[config.mk]
export PLATFORM = sky130hd
export DESIGN_NAME = hcd_ram
export DESIGN_NICKNAME = d
export VERILOG_FILES = /design/src/hdl/hcd_ram.sv
export SDC_FILE = /design/constraint.sdc
export NUM_CORES = 1
export LEC_CHECK = 0
export BUFFER_PORTS_ARGS = -buffer_cell sky130_fd_sc_hd__clkbuf_2
export CAP_MARGIN = 25
export CORE_MARGIN = 2
export CORE_UTILIZATION = 60
export CTS_CLUSTER_SIZE = 28
export DETAILED_ROUTE_END_ITERATION = 8
export MAX_ROUTING_LAYER = met4
export PLACE_DENSITY = 0.85
export SYNTH_ARGS = -nofsm -noshare
export SYNTH_HDL_FRONTEND = slang
export SYNTH_SLANG_ARGS = --single-unit
[constraint.sdc]
create_clock -name aclk -period 1.9 [get_ports aclk]
set_input_delay 0.095 -clock aclk [delete_from_list [all_inputs] [get_ports aclk]]
set_output_delay 0.095 -clock aclk [all_outputs]
set_load 0.02 [all_outputs]
[src/hdl/hcd_ram.sv]
// Generic single-port RAM with registered read data.
// No dependencies.
module hcd_ram #(
    parameter int WIDTH = 8,
    parameter int DEPTH = 16
) (
    input  logic                     aclk,
    input  logic                     we,
    input  logic [$clog2(DEPTH)-1:0] addr,
    input  logic [WIDTH-1:0]         wdata,
    output logic [WIDTH-1:0]         rdata
);
    logic [WIDTH-1:0] mem [DEPTH];

    always_ff @(posedge aclk) begin
        if (we) begin
            mem[addr] <= wdata;
        end
        rdata <= mem[addr];
    end
endmodule

==> impl_metrics.csv, run 1 <==
group,metric,value,unit
synthesis,synthMuxAreaShare,0.142,
job,max_cap_violations,0,
place,dp_slack,0.150,ns
setup_path,critPathLaunchType,"flip-flop",
synthesis,syn_nets,244,
synthesis,yosys-top-cells-area,"edfxtp_1 (76%), mux4_2 (14%), dfxtp_1 (3.2%)",
timing,finalMaxSlewViolations,0,
global_route,grt_usage,0.251,
clock_tree,cts_tree,"yes",
clock_tree,clock_sinks,136,
drt,via_per_inst,6.25,
timing,setup_viol,0,
setup_path,cp.arrival,1.82,ns
clock_tree,cts_max_path_buffers,2,
place,place_congestion,0.817,
timing,fin_tns_setup,0,ns
outcome,outcome,"completed",
synthesis,yosysWarningCount,0,
setup_path,endpoint_kind,"flip-flop",
global_route,grt_pass1_vias,2566,
place,dp_hpwl,5660,um
synthesis,synth_cells,230,
synthesis,yosys_most_used_dff,"edfxtp_1",
floorplanning,io_pins,22,
synthesis,synth_xor_area_frac,0,
synthesis,synth_edf_count,128,
clock_tree,cts_root_buffer,"clkbuf_8",
global_route,grt_pass1_wl,14900,um
synthesis,synth_most_common_cell,"edfxtp_1",
timing,max_freq,700,MHz
place,io_buffers,21,
setup_path,crit_path_max_fanout,1,
floorplanning,dieArea,9200,um2
synthesis,synth_fa_ha_area_frac,0,
timing,relSlewSlack,0.509,
pwr,finalPower,6.84,mW
drt,drc,0,
hold_path,hold_path_class,"primary input to flip-flop",
floorplanning,num_rows,33,
final_layout,syn_to_final_growth,18.8,%
timing,rsz0062_at_grt,"false",
timing,hold_viol_final,0,
timing,min_period,1.43,ns
synthesis,synth_area_leader_cell,"edfxtp_1",
global_route,antenna_found_initial,0,
timing,period_share,0.752,
synthesis,async_flop_share,0,
timing,tightest_slew,0.736,ns
global_route,grt_max_degree,40,
final_layout,final_nets,296,
synthesis,synth.distinct_cells,18,
floorplanning,design.core.area,8220,um2
drt,vias,2498,
setup_path,crit_type,"flip-flop to flip-flop",
setup_path,critPathRequiredTime,2.29,ns
final_layout,fillers,458,
pwr,p_leak,2.02,nW
floorplanning,chipWidth,95.9,um
drt,drt_iter0_drc,236,
clock_tree,h-tree-depth,4,
synthesis,synth-compound-area-share,0.0237,
synthesis,ys_top_cells_by_count,"edfxtp_1 (128), mux4_2 (32), a22oi_1 (16)",
pwr,powerDensity,1140,nW/um2
clock_tree,numCtsBuffers,17,
drt,dr.pass1.iters,5,
drt,wirelength,9800,um
synthesis,yosysTopAreaCellShare,0.759,
synthesis,postSynthAreaPerCell,22.0,um2
clock_tree,worstSkewPairLatency,0.51,ns
synthesis,ys_ff_latch,136,
clock_tree,postCtsResizedCells,0,
timing,timing.hold.ws,0.0197,ns
synthesis,ys_seq_area_frac,0.790,
drt,detail-route-antenna-nets,0,
pwr,peakVddDrop,0.824,mV
synthesis,synth_simple_gate_area_share,0.0321,
global_route,overflow,0,
final_layout,drive_above_1_share,0.346,
drt,routedWlPerCell,24.5,um
timing,setup_slack,0.471,ns
floorplanning,dieHeight,95.9,um
synthesis,synth_top_family_by_area,"multiplexers",
timing,skew,0.0111,ns
clock_tree,clk_pin_slew_worst_paths,0.06,ns
final_layout,diodes,0,
floorplanning,start_util,0.617,
synthesis,syn_area,5070,um2
final_layout,utilization,0.733,
-- report_power, final --
group / switching, mW / internal [mW] / leakage, nW
sequential: 0.0223 / 3.36 / 1.22
clock: 1.15 / 1.97 / 0.272
combinational: 0.201 / 0.140 / 0.524
total: 1.38 / 5.47 / 2.02
-- worst paths after layout --
kind / start / endpoint / slack, ns / cells past startpoint
setup / recovery: mem[0][7]$_DFFE_PP_ / rdata[7]$_DFF_P_ / 0.47 / 3
setup reg to reg: mem[0][7]$_DFFE_PP_ / rdata[7]$_DFF_P_ / 0.47 / 3
hold reg to reg: mem[10][0]$_DFFE_PP_ / rdata[0]$_DFF_P_ / 0.68 / 3
hold / removal: wdata[6] / mem[5][6]$_DFFE_PP_ / 0.02 / 1
-- kinds of logic after synthesis --
family	count (synthesis)
AOI/OAI and AO/OA	16
DFF	136
muxes	32
and+or+nand+nor	35
buffers and inverters	11
-- critical path, cell delays in order (launching register included) --
cell      delay, ns
edfxtp_1       0.38
mux4_2         0.48
a22oi_1        0.35
nand2_1        0.09
-- repair_timing --
action                                  in CTS  in global routing
buffers inserted                             0                  0
endpoints found under the setup margin       0                  0
hold buffers                                 2                  0
hold endpoints to repair                    32                  0
-- cell usage in the layout, fill, tap and decap left out, drive strengths merged, types with 4 or more instances in the layout --
cell type,count
a22oi,16
buf,21
clkbuf,38
clkinv,8
dfxtp,8
edfxtp,128
mux4,32
nand2,9
nor2,13
nor3,4
-- per-stage QoR --
stage               std cells  instance area (um2)
finish                    400                 6020
global route              400                 6020
CTS                       400                 6020
detailed placement        366                 5430
global placement          366                 5430
floorplan                 230                 5070
-- routing by layer --
layer  GRT usage  part of all wire  up-vias
li1            -                 -     1069
met1       0.335              0.40     1293
met2       0.382              0.52      130
met3      0.0634             0.078        6
met4      0.0952            0.0089        0
met5           -                 0        -
-- state kept, by name, summed over array words and instances, names as in the netlist --
name   cells
mem      128
rdata      8
-- area by class of cell --
class / count / area, um2 / share of cell area
flip-flops and latches: 136 / 4000 / 0.665
well taps: 105 / 131 / 0.0218
multi-input cells: 83 / 1000 / 0.167
repair buffers: 44 / 308 / 0.0511
clock inverters: 15 / 159 / 0.0264
clock buffers: 17 / 414 / 0.0688
Note: power is estimated with default switching activity, not from simulation.
==> run 2, diff against run 1 <==
==> constraint.sdc (replaced) <==
create_clock -name aclk -period 1.45 [get_ports aclk]
set_input_delay 0.0725 -clock aclk [delete_from_list [all_inputs] [get_ports aclk]]
set_output_delay 0.0725 -clock aclk [all_outputs]
set_load 0.02 [all_outputs]
==> run 2 against run 1 <==
Against the previous run: non-clock buffer count grew 3; the flow now finishes with violations (negative hold slack); first-iteration DRC count grew 2.5%; cell area grew 0.48%; global-route usage shrank 0.054 points; power grew 29%; final cell count grew 0.75%; count of clock-buffer cells in the layout grew 8; sequential cell count is the same; critical endpoint is now rdata[4]$_DFF_P_; worst setup slack lost 0.35 ns; sequential power grew 31%; critical path depth is the same.
==> impl_metrics.csv, run 2 (synthesized netlist as in run 1, its figures left out) <==
group,metric,value,unit
setup_path,cp_slowest_cell,"mux4_2",
timing,finalMaxSlewViolations,0,
timing,setup_viol,0,
pwr,peakVddDrop,0.970,mV
drt,wirelength,9890,um
clock_tree,postCtsSetupRepairBufs,0,
setup_path,critPathMaxStageDelay,0.48,ns
setup_path,critPathLaunchType,"flip-flop",
floorplanning,io_pins,22,
setup_path,crit_type,"flip-flop to flip-flop",
timing,relSlewSlack,0.484,
drt,routedWlPerCell,24.5,um
drt,wl_met1,3740,um
timing,rsz0062_at_grt,"false",
setup_path,path_cells,"mux4_2 -> a22oi_1 -> nand2_1",
final_layout,layout_common_cells,"edfxtp_1 (128), mux4_2 (32), clkbuf_2 (21), buf_4 (21), clkbuf_16 (16)",
place,io_buffers,21,
drt,wl_met3,768,um
timing,max_freq,752,MHz
outcome,outcome,"complete, but fails checks",
clock_tree,clk_pin_slew_worst_paths,0.06,ns
floorplanning,design.core.area,8220,um2
final_layout,top_regs,"mem x128, rdata x8",
final_layout,final_nets,299,
place,dp_slack,-0.0393,ns
clock_tree,numCtsBuffers,17,
floorplanning,num_rows,33,
drt,drc,0,
pwr,p_leak,2.04,nW
timing,setup_slack,0.121,ns
hold_path,worstHoldPathCells,1,
place,place_congestion,0.792,
pwr,powerDensity,1450,nW/um2
outcome,violations,"negative hold slack",
hold_path,hold_path_class,"primary input to flip-flop",
timing,skew,0.0102,ns
final_layout,syn_to_final_growth,19.4,%
drt,detail-route-antenna-nets,0,
timing,hold_viol_final,16,
setup_path,r2r_cells,3,
hold_path,hold_start,"wdata[7]",
setup_path,r2r_start,"mem[11][4]$_DFFE_PP_",
drt,drt_iter0_drc,242,
global_route,grt_pass1_vias,2675,
setup_path,reg2reg_to,"rdata[4]$_DFF_P_",
final_layout,fin_area,6050,um2
setup_path,cp.arrival,1.71,ns
clock_tree,cts_root_buffer,"clkbuf_8",
place,dp_hpwl,5950,um
final_layout,final_common_cell,"edfxtp_1",
clock_tree,clock_sinks,136,
final_layout,top_register,"mem",
final_layout,multi_input_area,1020,um2
setup_path,crit_path_max_fanout,1,
drt,wl_met2,5140,um
final_layout,diodes,0,
clock_tree,cts_tree,"yes",
setup_path,critPathRequiredTime,1.83,ns
floorplanning,start_util,0.617,
global_route,grt_max_degree,40,
global_route,grt_usage,0.251,
timing,timing.hold.ws,-0.0129,ns
floorplanning,dieArea,9200,um2
timing,period_share,0.917,
final_layout,drive_above_1_share,0.366,
clock_tree,h-tree-depth,4,
clock_tree,cts_max_path_buffers,2,
setup_path,endpoint_kind,"flip-flop",
hold_path,min_delay_worst_endpoint,"mem[5][7]$_DFFE_PP_",
drt,dr.pass1.iters,5,
drt,via_per_inst,6.18,
clock_tree,worstSkewPairLatency,0.51,ns
timing,min_period,1.33,ns
final_layout,regArea,4000,um2
timing,tightest_slew,0.773,ns
place,dpl_cell_area,5470,um2
setup_path,ff2ff_setup_slack,0.12,ns
final_layout,utilization,0.736,
floorplanning,chipWidth,95.9,um
floorplanning,dieHeight,95.9,um
global_route,antenna_found_initial,0,
global_route,grt_pass1_wl,15100,um
drt,routed.top_layer,"met4",
global_route,overflow,0,
final_layout,fillers,432,
job,max_cap_violations,0,
final_layout,largest_reg_flops,128,
drt,vias,2489,
==> run 2: changes by cell type in the layout (fill, tap and decap cells not counted), sizes merged <==
cell      change
clkinvlp      -2
buf           +3
clkinv        -3
clkbuf        +8
bufinv        -2
inv           -1
==> run 2: how the worst max path moves through the flow <==
stage | endpoint | cells past startpoint | start
floorplan | mem[12][0]$_DFFE_PP_ | 3 | addr[1]
global placement | rdata[1]$_DFF_P_ | 5 | addr[0]
detailed placement | rdata[1]$_DFF_P_ | 5 | addr[0]
CTS | rdata[1]$_DFF_P_ | 3 | mem[11][1]$_DFFE_PP_
global route | rdata[2]$_DFF_P_ | 3 | mem[8][2]$_DFFE_PP_
finish | rdata[4]$_DFF_P_ | 3 | mem[11][4]$_DFFE_PP_
==> run 2: what timing repair did <==
item | CTS | global route
hold endpoints to repair | 22 | 0
setup endpoints to repair | 0 | 1
resized for setup | 0 | 1
hold buffers | 2 | 0
==> run 2: where the power goes <==
| part | internal, mW | switching [mW] |
|---|---|---|
| Combinational | 0.192 | 0.267 |
| Clock | 2.45 | 1.45 |
| Sequential | 4.40 | 0.0333 |
| Total | 7.04 | 1.76 |
==> run 2: worst max-delay path, delay by kind of cell, from the launching register on <==
| kind | cells | cell delay, ns |
|---|---|---|
| compound gates | 1 | 0.29 |
| flops | 1 | 0.36 |
| mux | 1 | 0.48 |
| simple gates | 1 | 0.08 |
==> run 2: through the flow <==
step,instances,TNS (ns),power (mW)
CTS,403,0,8.85
floorplan,230,-4.26,4.76
global route,403,0,9.07
detailed placement,369,-0.0393,4.96
finish,403,0,8.80
global placement,369,-0.00423,4.94
==> run 2: final cells by class <==
class,count,share of cell area
clock buffers,25,0.0801
clock inverters,7,0.0116
multi-input cells,83,0.168
flip-flops and latches,136,0.662
well taps,105,0.0217
repair buffers,47,0.0567
==> run 2: routing by layer <==
metal  track usage  up-vias
met1         0.323     1269
li1              -     1074
met2         0.395      126
met5             -        -
met3        0.0579       20
met4        0.0988        0
